--- src/design/assert_macros.svh ---
// Assertion helpers shared by the design files.
// Each macro places a labelled concurrent assertion clocked on the rising edge
// and quiet while reset is high.
`ifndef ASSERT_MACROS_SVH
`define ASSERT_MACROS_SVH

// Antecedent implies consequent in the same cycle
`define ASSERT_SAME(label, clk, rst, ante, cons, msg) \
  label: assert property (@(posedge clk) disable iff (rst) (ante) |-> (cons)) else $error(msg);

// Antecedent implies consequent in the following cycle
`define ASSERT_NEXT(label, clk, rst, ante, cons, msg) \
  label: assert property (@(posedge clk) disable iff (rst) (ante) |=> (cons)) else $error(msg);

`endif

--- src/design/lse_pkg.sv ---
// ----------------------------------------------------------------------------
// lse_pkg
// Shared types and constants of the LSB steganography extractor.
// ----------------------------------------------------------------------------
package lse_pkg;

  // Longest extension before an overflow is flagged
  localparam int MAX_EXT_LEN = 10;
  localparam int EXT_CNT_W   = $clog2(MAX_EXT_LEN + 1);

  // Configuration port
  localparam int PADDR_W = 3;
  localparam int PDATA_W = 32;
  localparam logic REG_MODE = 1'b0;
  localparam logic REG_EXT  = 1'b1;

  // Extraction modes; code 3 behaves as one LSB per byte
  localparam logic [1:0] MODE_LSB1 = 2'd0;
  localparam logic [1:0] MODE_LSB4 = 2'd1;
  localparam logic [1:0] MODE_LSBI = 2'd2;

  localparam int SIZE_W = 32;

  typedef enum logic [1:0] {
    KIND_SIZE = 2'd0,
    KIND_DATA = 2'd1,
    KIND_EXT  = 2'd2
  } kind_t;

  typedef struct packed {
    logic [1:0] mode;
    logic       ext_follows;
  } cfg_t;

  typedef struct packed {
    kind_t             kind;
    logic [7:0]        data_byte;
    logic [SIZE_W-1:0] size;
    logic              last;
    logic              ovf;
  } res_t;

endpackage

--- src/design/lse_parser.sv ---
// ----------------------------------------------------------------------------
// lse_parser
// Bit gathering and message parse: one carrier byte per transaction, at most
// one result per byte, computed in a single pass from the held parse state.
// ----------------------------------------------------------------------------
`include "assert_macros.svh"

module lse_parser (
  input  logic          clk,
  input  logic          rst,
  input  logic          fire,
  input  logic [7:0]    carrier,
  input  logic          first,
  input  lse_pkg::cfg_t cfg,
  output logic          res_valid,
  output lse_pkg::res_t res
);
  import lse_pkg::*;

  typedef enum logic [2:0] {
    PH_START,
    PH_PATTERN,
    PH_SIZE,
    PH_DATA,
    PH_EXT,
    PH_DONE
  } phase_t;

  phase_t               phase, phase_next;
  logic [3:0]           invert_flags, invert_flags_next;
  logic [7:0]           bit_accumulator, bit_accumulator_next;
  logic [2:0]           bits_collected, bits_collected_next;
  logic [SIZE_W-1:0]    size_shift, size_shift_next;
  logic [SIZE_W-1:0]    bytes_remaining, bytes_remaining_next;
  logic [1:0]           header_count, header_count_next;
  logic [EXT_CNT_W-1:0] ext_count, ext_count_next;

  logic                 restart;
  phase_t               ph0;
  logic [3:0]           flags0;
  logic [7:0]           acc0;
  logic [2:0]           bits0;
  logic [SIZE_W-1:0]    size0;
  logic [SIZE_W-1:0]    rem0;
  logic [1:0]           hc0;
  logic [EXT_CNT_W-1:0] ec0;

  logic [7:0]           acc_shift;
  logic [3:0]           bit_sum;
  logic                 lsb;
  logic                 complete;
  logic [SIZE_W-1:0]    rem_dec;
  logic [EXT_CNT_W-1:0] ec_inc;

  // Restart clears the parse before this byte is handled
  always_comb begin
    restart = first || (phase == PH_START);
    ph0     = restart ? ((cfg.mode == MODE_LSBI) ? PH_PATTERN : PH_SIZE) : phase;
    flags0  = restart ? 4'd0 : invert_flags;
    acc0    = restart ? 8'd0 : bit_accumulator;
    bits0   = restart ? 3'd0 : bits_collected;
    size0   = restart ? '0 : size_shift;
    rem0    = restart ? '0 : bytes_remaining;
    hc0     = restart ? 2'd0 : header_count;
    ec0     = restart ? '0 : ext_count;
  end

  // Gather the carrier bits, MSB first
  always_comb begin
    lsb = carrier[0] ^ ((cfg.mode == MODE_LSBI) ? flags0[carrier[2:1]] : 1'b0);
    if (cfg.mode == MODE_LSB4) begin
      acc_shift = {acc0[3:0], carrier[3:0]};
      bit_sum   = {1'b0, bits0} + 4'd4;
    end else begin
      acc_shift = {acc0[6:0], lsb};
      bit_sum   = {1'b0, bits0} + 4'd1;
    end
    complete = bit_sum[3];
    rem_dec  = rem0 - SIZE_W'(1);
    ec_inc   = ec0 + EXT_CNT_W'(1);
  end

  // Parse step
  always_comb begin
    phase_next           = ph0;
    invert_flags_next    = flags0;
    bit_accumulator_next = acc0;
    bits_collected_next  = bits0;
    size_shift_next      = size0;
    bytes_remaining_next = rem0;
    header_count_next    = hc0;
    ext_count_next       = ec0;
    res_valid            = 1'b0;
    res.kind             = KIND_SIZE;
    res.data_byte        = acc_shift;
    res.size             = size0;
    res.last             = 1'b0;
    res.ovf              = 1'b0;

    if (ph0 == PH_PATTERN) begin
      invert_flags_next = flags0 | (4'(carrier[0]) << hc0);
      header_count_next = hc0 + 2'd1;
      if (hc0 == 2'd3) begin
        phase_next = PH_SIZE;
      end
    end else if (ph0 != PH_DONE) begin
      if (complete) begin
        bit_accumulator_next = 8'd0;
        bits_collected_next  = 3'd0;
      end else begin
        bit_accumulator_next = acc_shift;
        bits_collected_next  = bit_sum[2:0];
      end

      if (complete) begin
        unique case (ph0)
          PH_SIZE: begin
            size_shift_next   = {size0[SIZE_W-9:0], acc_shift};
            header_count_next = hc0 + 2'd1;
            res.size          = size_shift_next;
            res.data_byte     = 8'd0;
            res.kind          = KIND_SIZE;
            if (hc0 == 2'd3) begin
              res_valid            = 1'b1;
              bytes_remaining_next = size_shift_next;
              if (size_shift_next != '0) begin
                phase_next = PH_DATA;
              end else if (cfg.ext_follows) begin
                phase_next = PH_EXT;
              end else begin
                phase_next = PH_DONE;
                res.last   = 1'b1;
              end
            end
          end
          PH_DATA: begin
            res_valid            = 1'b1;
            res.kind             = KIND_DATA;
            bytes_remaining_next = rem_dec;
            if (rem_dec == '0) begin
              if (cfg.ext_follows) begin
                phase_next = PH_EXT;
              end else begin
                phase_next = PH_DONE;
                res.last   = 1'b1;
              end
            end
          end
          PH_EXT: begin
            res_valid      = 1'b1;
            res.kind       = KIND_EXT;
            ext_count_next = ec_inc;
            if (acc_shift == 8'd0) begin
              phase_next = PH_DONE;
              res.last   = 1'b1;
            end else if (ec_inc >= EXT_CNT_W'(MAX_EXT_LEN)) begin
              phase_next = PH_DONE;
              res.last   = 1'b1;
              res.ovf    = 1'b1;
            end
          end
          default: begin
            res_valid = 1'b0;
          end
        endcase
      end
    end
  end

  // Hold parse state; advance on each accepted carrier byte
  always_ff @(posedge clk) begin
    if (rst) begin
      phase           <= PH_START;
      invert_flags    <= 4'd0;
      bit_accumulator <= 8'd0;
      bits_collected  <= 3'd0;
      size_shift      <= '0;
      bytes_remaining <= '0;
      header_count    <= 2'd0;
      ext_count       <= '0;
    end else if (fire) begin
      phase           <= phase_next;
      invert_flags    <= invert_flags_next;
      bit_accumulator <= bit_accumulator_next;
      bits_collected  <= bits_collected_next;
      size_shift      <= size_shift_next;
      bytes_remaining <= bytes_remaining_next;
      header_count    <= header_count_next;
      ext_count       <= ext_count_next;
    end
  end

  `ASSERT_SAME(a_done_silent, clk, rst, fire && !first && phase == PH_DONE, !res_valid, "result after message end")
  `ASSERT_NEXT(a_last_ends, clk, rst, fire && res_valid && res.last, phase == PH_DONE, "last result did not end the message")
  `ASSERT_SAME(a_ovf_last, clk, rst, res_valid && res.ovf, res.last && res.kind == KIND_EXT, "overflow on a non-final result")
  `ASSERT_NEXT(a_ext_bound, clk, rst, fire, ext_count <= EXT_CNT_W'(MAX_EXT_LEN), "extension count past its cap")

endmodule

--- src/design/lsb_stego_extractor.sv ---
// ----------------------------------------------------------------------------
// lsb_stego_extractor
// Recovers a hidden size, payload and extension from the low bits of a
// stream of image pixel bytes (LSB1, LSB4 or pattern-inverted LSB).
// ----------------------------------------------------------------------------
//  Channel   Direction  Contents
//  s_*       in         carrier byte in tdata, first-of-image in tuser
//  m_*       out        byte and size in tdata, kind and overflow in tuser, last
//  APB       in/out     stego_mode at 0x0, extension_follows at 0x4
//
// One carrier byte is accepted every cycle unless stalled; its result, if any,
// is registered, in the skid entry while m_* stalls. Parse state lives in the
// parser and updates on each accepted byte. A two-entry output stage (result
// register plus skid) lets the slave side keep running while one result waits;
// the slave side stalls only when both entries are full. Synchronous reset
// returns the registers to LSB1 with extension enabled and the parse to start.
// ----------------------------------------------------------------------------
`include "assert_macros.svh"

module lsb_stego_extractor (
  input  logic                        clk,
  input  logic                        rst,
  // APB configuration port
  input  logic                        psel,
  input  logic                        penable,
  input  logic                        pwrite,
  input  logic [lse_pkg::PADDR_W-1:0] paddr,
  input  logic [lse_pkg::PDATA_W-1:0] pwdata,
  output logic [lse_pkg::PDATA_W-1:0] prdata,
  output logic                        pready,
  // Carrier stream
  input  logic                        s_tvalid,
  output logic                        s_tready,
  input  logic [7:0]                  s_tdata,   // [7:0] carrier_byte
  input  logic                        s_tuser,   // [0] first_of_image
  // Result stream
  output logic                        m_tvalid,
  input  logic                        m_tready,
  output logic [39:0]                 m_tdata,   // [7:0] out_byte, [39:8] payload_size
  output logic [2:0]                  m_tuser,   // [1:0] out_kind, [2] ext_overflow
  output logic                        m_tlast    // last
);
  import lse_pkg::*;

  cfg_t cfg;
  logic fire;
  logic pop;
  logic res_valid;
  res_t res;
  res_t out_res;
  res_t skid_res;
  logic skid_valid;
  logic cfg_wr;

  // Configuration registers
  assign pready = 1'b1;
  assign cfg_wr = psel && penable && pwrite && pready;

  always_ff @(posedge clk) begin
    if (rst) begin
      cfg.mode        <= MODE_LSB1;
      cfg.ext_follows <= 1'b1;
    end else if (cfg_wr) begin
      unique case (paddr[2])
        REG_MODE: cfg.mode        <= pwdata[1:0];
        REG_EXT:  cfg.ext_follows <= pwdata[0];
        default:  cfg.ext_follows <= cfg.ext_follows;
      endcase
    end
  end

  always_comb begin
    unique case (paddr[2])
      REG_MODE: prdata = {{(PDATA_W-2){1'b0}}, cfg.mode};
      REG_EXT:  prdata = {{(PDATA_W-1){1'b0}}, cfg.ext_follows};
      default:  prdata = '0;
    endcase
  end

  // Accept while the skid entry is free
  assign s_tready = !skid_valid;
  assign fire     = s_tvalid && s_tready;
  assign pop      = m_tvalid && m_tready;

  lse_parser u_parser (
    .clk       (clk),
    .rst       (rst),
    .fire      (fire),
    .carrier   (s_tdata),
    .first     (s_tuser),
    .cfg       (cfg),
    .res_valid (res_valid),
    .res       (res)
  );

  // Output register with skid entry
  always_ff @(posedge clk) begin
    if (rst) begin
      m_tvalid   <= 1'b0;
      skid_valid <= 1'b0;
    end else begin
      if (fire && res_valid) begin
        if (!m_tvalid || pop) begin
          m_tvalid <= 1'b1;
        end else begin
          skid_valid <= 1'b1;
        end
      end else if (pop) begin
        if (skid_valid) begin
          skid_valid <= 1'b0;
        end else begin
          m_tvalid <= 1'b0;
        end
      end
    end
  end

  always_ff @(posedge clk) begin
    if (fire && res_valid) begin
      if (!m_tvalid || pop) begin
        out_res <= res;
      end else begin
        skid_res <= res;
      end
    end else if (pop && skid_valid) begin
      out_res <= skid_res;
    end
  end

  assign m_tdata = {out_res.size, out_res.data_byte};
  assign m_tuser = {out_res.ovf, out_res.kind};
  assign m_tlast = out_res.last;

  `ASSERT_SAME(a_skid_behind_main, clk, rst, skid_valid, m_tvalid, "skid entry full with empty output")
  `ASSERT_NEXT(a_stall_to_skid, clk, rst, fire && res_valid && m_tvalid && !m_tready, skid_valid, "stalled result not kept")
  `ASSERT_NEXT(a_skid_drains, clk, rst, pop && skid_valid, m_tvalid && $past(skid_res) == out_res, "skid entry not moved forward")

endmodule
--- config.mk ---
export PLATFORM = sky130hd
export DESIGN_NAME = lsb_stego_extractor
export DESIGN_NICKNAME = d
export VERILOG_FILES = /design/src/design/lse_pkg.sv /design/src/design/lse_parser.sv /design/src/design/lsb_stego_extractor.sv
export VERILOG_INCLUDE_DIRS = /design/src /design/src/design
export SDC_FILE = /design/constraint.sdc
export NUM_CORES = 1
export LEC_CHECK = 0
export ABC_CLOCK_PERIOD_IN_PS = 6200
export BUFFER_PORTS_ARGS = -buffer_cell sky130_fd_sc_hd__clkbuf_2
export CORE_ASPECT_RATIO = 0.8
export CORE_UTILIZATION = 49
export CTS_BUF_LIST = sky130_fd_sc_hd__clkbuf_4 sky130_fd_sc_hd__clkbuf_8 sky130_fd_sc_hd__clkbuf_16
export CTS_CLUSTER_SIZE = 14
export DETAILED_ROUTE_END_ITERATION = 10
export PLACE_DENSITY_LB_ADDON = 0.2
export SLEW_MARGIN = 15
export SYNTH_ARGS = -nofsm -noshare
export SYNTH_HDL_FRONTEND = slang
export SYNTH_SLANG_ARGS = --single-unit
--- constraint.sdc ---
create_clock -name clk -period 6.2 [get_ports clk]
set_input_delay 1.24 -clock clk [delete_from_list [all_inputs] [get_ports clk]]
set_output_delay 1.24 -clock clk [all_outputs]
set_load 0.02 [all_outputs]
**Word-level counts from Yosys, hierarchy flattened**

Cells that the tools add are included.

- Shifts and indexed selects: 1
- Mux-type cells: 79
- $add $sub $neg: 5
- Magnitude comparators: 2
- Equality and inequality tests: 11
- Reduce and logical (&&, ||, !) cells: 23
- Bitwise gates (word level): 4

Operator list:

| operator | number |
|---|---|
| 2-to-1 mux 32 bit | 10 |
| 2-to-1 mux 44 bit | 6 |
| case mux 32 bit (2 select lines) | 2 |
| 2-to-1 mux 3 bit | 14 |
| 2-to-1 mux 40 bit | 1 |
| 2-to-1 mux 8 bit | 5 |
| zero test 32 bit | 1 |
| 2-to-1 mux 4 bit | 8 |
| nonzero test 32 bit | 1 |
| subtractor 32 x 1 -> 32 bit, second input constant | 1 |
| 2-to-1 mux 1 bit | 21 |
| 2-to-1 mux 2 bit | 7 |
| AND reduction 2 bit | 5 |
| case mux 3 bit (3 select lines) | 1 |
| zero test 8 bit | 1 |
| equality test 3 x 2 -> 1 bit, second input constant | 2 |
| logical AND 1 bit | 6 |
| adder 3 x 1 -> 4 bit, second input constant | 1 |
| adder 3 x 3 -> 4 bit, second input constant | 1 |
| adder 4 x 1 -> 4 bit, second input constant | 1 |
| equality test 2 bit, second input constant | 2 |
| >= comparator 4 bit, second input constant | 1 |
| inequality test 2 x 1 -> 1 bit, second input constant | 2 |
| OR 4 bit | 1 |
| 20 further kinds | 24 |

- Register bits after elaboration: 181
- Bits of input ports: 51

**Depth between registers and ports, before layout**

- Depth after elaboration: 17
- Depth in mapped cells: 18

**Modules after synthesis**

A second synthesis with hierarchy kept.

- Cell total of the unflattened synthesis: 1056
- Area total of the unflattened synthesis: 9894.5 sq um

Modules (own cells, without submodules):

| module | instances | area each (sq um) | cells an instance |
|---|---|---|---|
| lse_parser | 1 | 6122.1 | 858 |
| lsb_stego_extractor | 1 | 3772.4 | 198 |

**Worst setup path before layout**

No wires, ideal clock.

- Path kind: input-to-reg
- Start point: input port s_tuser
- End point: register out_res (netlist bit m_tdata[0]), enable pin
- Arrival: 6.014 ns
- Stages: 13
- Library setup time: 0.460 ns
- Buffers on the path: 5
- Slack: -0.274 ns
- Cells stage by stage: clkbuf_1 -> nor2_1 -> clkbuf_1 -> clkbuf_1 -> nand2_1 -> inv_1 -> ha_1 -> clkbuf_1 -> o21ai_0 -> a21oi_1 -> buf_2 -> a21oi_1 -> a21oi_1

- Word-level cells in the longest chain between the ends: 11

Ends and longest elaborated chain:

| item | line | text |
|---|---|---|
| from (decl) | lsb_stego_extractor.sv:35 | `input logic s_tuser,` |
| logical OR 1 bit (*) | lse_parser.sv:57 | `restart = first \|\| (phase == PH_START);` |
| 2-to-1 mux 3 bit / 2-to-1 mux 2 bit (equally long branches) | lse_parser.sv:58, lse_parser.sv:64 |  |
| equality test 3 x 2 -> 1 bit (tied with other cells) | lse_parser.sv:116 | `unique case (ph0)` |
| OR reduction 2 bit (no line) / 2-to-1 mux 1 bit (equally long branches) | -- |  |
| case mux 1 bit (2 select lines) | lse_parser.sv:116 |  |
| 2-to-1 mux 1 bit | lse_parser.sv:115 | `if (complete) begin` |
| 2-to-1 mux 1 bit | lse_parser.sv:106 | `end else if (ph0 != PH_DONE) begin` |
| 2-to-1 mux 1 bit (*) | lse_parser.sv:100 | `if (ph0 == PH_PATTERN) begin` |
| logical AND 1 bit (*) | lsb_stego_extractor.sv:119 | `if (fire && res_valid) begin` |
| inequality test 2 x 1 -> 1 bit (no line) / nonzero test 2 bit (equally long branches) | -- |  |
| AND reduction 2 bit (no line) (*) | -- |  |
| to (signal assigned) | lsb_stego_extractor.sv:121 | `out_res <= res;` |
| to (signal assigned) | lsb_stego_extractor.sv:126 | `out_res <= skid_res;` |
| to (decl) | lsb_stego_extractor.sv:50 | `res_t out_res;` |

Mark *: on every way between the ends. The rest lies on a longest branch, timed or not.
A chain may end at the register's enable or synchronous reset.

**Worst setup path in the final report**

- Start point: register u_parser.phase[2]
- End point: register u_parser.phase[0]

- Word-level cells in the longest chain between the ends: 15

Ends and longest elaborated chain:

| item | line | text |
|---|---|---|
| from (decl) | lse_parser.sv:29 | `phase_t phase, phase_next;` |
| from (signal assigned) | lse_parser.sv:182 | `phase <= phase_next;` |
| branches (longest 14 deep; another with subtractor 32 x 1 -> 32 bit) | -- |  |
| 2-to-1 mux 3 bit (*) | lse_parser.sv:100 |  |

Every way passes the cells marked *. The select of a mux whose other input is x is not followed.

==> Flow_metrics.wiki <==
{| class="wikitable"
! Metric !! Value
|-
| Residual antenna-violating net count after detailed routing || 0
|-
| Maximum Capacitance Violations || 0
|-
| Max Buffers Root-to-Sink || 2
|-
| Count of yosys warnings during synthesis || 0
|-
| Number of enable flip-flop cells after synthesis || between 80 and 90
|-
| Top-area cell type share of the netlist area || between 20% and 30%
|-
| Number of design rule violations left after detail routing || 0
|-
| Clock Skew || around 0.018 ns
|-
| Internal reg-to-reg setup slack || between 1 and 1.5 ns
|-
| Clock Sink Count || between 150 and 200
|-
| Critical Setup Path Class || reg -> reg
|-
| Number of failing hold endpoints at the final stage || 0
|-
| Layout filler cell count || between 1500 and 2000
|-
| Proportion of synthesized chip area in sequential cells || a little under half
|-
| Clock insertion delay at the later pin of the skew report || about 0.44 ns
|-
| Number of unique standard cell types used by synthesis || 64
|-
| Share of flip-flops with an asynchronous set or reset after synthesis || 0%
|-
| Vertical die dimension || 127 um
|-
| Area leader, netlist || edfxtp_1
|-
| Dominant register cell in the synthesized netlist || dfxtp_1
|-
| Syn Std Cell Area || 0.00954 mm^2
|-
| Total power divided by cell area || approximately 240 mW/mm^2
|-
| Total Die Area || around 0.020 mm^2
|-
| Arrival time at the worst endpoint || between 5 and 6 ns
|-
| Maximum number of pins on one net before global-route repair || 72
|-
| Count of nets after finishing || 1212
|-
| Vias/cell || 6.08
|-
| Maximum fanout count along the critical path || 14
|-
| Crit. End Element || flip-flop
|-
| Die boundary width || around 160 um
|-
| Dpl hpwl || ~19000 um
|-
| Via count of the first global-routing pass || 7920
|-
| Number of antenna violations at the first check in global routing || 3
|-
| Avg Synthesized Cell Area || between 8 and 9 um^2
|-
| Via count || 8676
|-
| Root Buffer || clkbuf_16
|-
| Clock-pin slew of the registers on the worst-case setup and hold paths || 0.08 ns
|-
| Maximum vdd ir drop || 0.000179 V
|-
| Count of final max-slew check failures || 0
|-
| Leakage power of the design || approximately 0.004 uW
|-
| Final Total Pwr || roughly 2500 uW
|-
| Core area || approximately 0.019 mm^2
|-
| Cell types occupying the most area after synthesis || edfxtp_1, dfxtp_1, nand2_1
|-
| Routed wire length per instance || around 19 um
|-
| Number of gates given a new drive strength after cts || 0
|-
| Required time of the critical path || approximately 6.5 ns
|-
| Number of synthesized register bits || 180
|-
| GRT Total Usage || 28.7%
|-
| Row Count || 45
|-
| Global-route wire length before repair || between 40000 and 50000 um
|-
| Top-level I/O count || 130
|-
| CTS H-Tree Depth || 4
|-
| Total grt overflow || 0
|-
| Area growth from synthesis to final layout || 10.7%
|-
| Final setup vio count || 0
|-
| Class of the worst hold path || reg -> reg
|-
| Starting density of the core || 50.1%
|-
| Worst setup SP type || flip-flop
|-
| Total placed instance area || about 0.01 mm^2
|-
| Number of buffers added for setup after CTS || 0
|-
| DRC violation total after the first TritonRoute iteration || 1120
|-
| Minimum period implied by the final worst setup slack || around 4.8 ns
|-
| Number of search-and-repair iterations in the first detailed-routing pass || 6
|-
| Unrepaired setup endpoints after global routing || false
|-
| Share of cells above drive strength 1 || between 10% and 20%
|-
| Relative slew slack || around 26%
|-
| Routability congestion estimate || around 0.95
|-
| WL final || about 28000 um
|-
| Transition time at the pin with the least slew margin || between 1 and 1.5 ns
|-
| Status || finished clean
|-
| Achievable frequency || between 0.2 and 0.25 GHz
|-
| Count of hold buffers inserted by post-cts repair || 0
|-
| Setup total negative slack || 0 ns
|-
| CTS tree || yes
|-
| Final std cell area, no fill || between 0.01 and 0.015 mm^2
|-
| Cell count after synthesis || approximately 1100
|-
| Total of buffers placed on input and output ports || 62
|-
| Number of buffers created by CTS || 17
|-
| Final Cycle Share || 77.7%
|}
-- kinds of logic after synthesis --
group	Yosys count	synth area share, %
flops	180	47.0
compound gates	297	19.4
xor+xnor	18	1.65
other cells	2	0.0787
buf+inv	127	6.35
simple gates	480	22.6
fa+ha+maj	6	0.787
mux	18	2.13
-- registers in the layout, indices dropped and copies added (netlist names) --
register / cells
m_tlast: 1
u_parser.invert_flags: 4
m_tvalid: 1
cfg: 3
u_parser.bits_collected: 3
u_parser.size_shift: 32
skid_res: 44
u_parser.ext_count: 4
m_tuser: 3
u_parser.phase: 3
u_parser.bit_accumulator: 7
u_parser.header_count: 2
skid_valid: 1
u_parser.bytes_remaining: 32
m_tdata: 40
-- synth_stat cells, types with 8 or more instances --
cell      instances
or3_1            11
nor2b_1           8
nand3_1          22
a21oi_1          98
buf_4            32
xnor2_1          12
inv_1            25
buf_1             9
nand2_1         218
o21ai_0          65
nor4_1           21
nand4_1          11
nor2_1          122
edfxtp_1         88
a211oi_1         11
nand2b_1         11
a31oi_1          11
a32oi_1          12
mux2i_1           9
mux2_2            8
clkbuf_1         59
a22oi_1          41
dfxtp_1          92
nor3_1           24
-- worst max-delay path, stage by stage (launching register included) --
cell	delay, ns
dfxtp_1	0.43
nor3_1	0.80
nor2_4	0.19
nand2_1	0.21
ha_1	0.54
inv_1	0.26
or4_1	0.51
a32o_1	0.31
a211o_1	0.24
or4_4	0.43
nor4_4	0.24
nand4b_1	0.26
a211o_1	0.33
-- cells in the final DEF, fill, tap and decap left out, types with 8 or more instances in the layout --
cell type  count
a211oi_1      11
a21oi_1       96
a22oi_1       41
a31oi_1       11
a32oi_1       12
buf_4         19
clkbuf_16     17
clkbuf_2      61
conb_1        31
dfxtp_1       92
edfxtp_1      88
inv_1         25
mux2_2         8
mux2i_1        9
nand2_1      217
nand2b_1      11
nand3_1       22
nand4_1       11
nor2_1       119
nor3_1        24
nor4_1        21
o21ai_0       65
or3_1         11
xnor2_1       12
-- through the flow --
step	hold WS, ns	setup WS, ns	utilization, %	instances
floorplan	0.437	0.710	-	1157
global placement	0.442	1.19	52.3	1394
detailed placement	0.447	1.17	52.3	1394
CTS	0.459	1.50	55.4	1426
global route	0.480	1.16	55.4	1426
finish	0.461	1.38	55.5	1427
-- worst paths after layout --
| check | start | to | depth (start not counted) |
|---|---|---|---|
| worst max register to register | u_parser.phase[2] | u_parser.phase[0] | 12 |
| worst min register to register | u_parser.size_shift[25] | u_parser.size_shift[25] | 2 |
| worst max-delay path | u_parser.phase[2] | u_parser.phase[0] | 12 |
| worst min-delay path | u_parser.size_shift[25] | u_parser.size_shift[25] | 2 |
-- per-layer routing --
metal | vias up | wire length (um) | global-route usage (%)
li1 | 4051 | - | -
met1 | 4131 | 12400 | 41.3
met2 | 459 | 12100 | 42.5
met3 | 35 | 2690 | 7.11
met4 | 0 | 496 | 8.03
met5 | - | 0 | 0
-- area by class of cell --
| type | instances | area, um^2 | share of cell area [%] |
|---|---|---|---|
| inverters | 25 | 93.8 | 0.889 |
| clock inverters | 14 | 163 | 1.54 |
| well taps | 258 | 323 | 3.06 |
| diodes | 1 | 2.50 | 0.0237 |
| repair buffers | 81 | 453 | 4.29 |
| clock buffers | 18 | 433 | 4.10 |
| multi-input cells | 850 | 4600 | 43.6 |
| flip-flops and latches | 180 | 4480 | 42.5 |
-- where the power goes --
group | internal, uW | switching, uW
clock | 579 | 527
sequential | 1240 | 11.2
combinational | 29.4 | 100
Power figures use the tool's default switching activity.
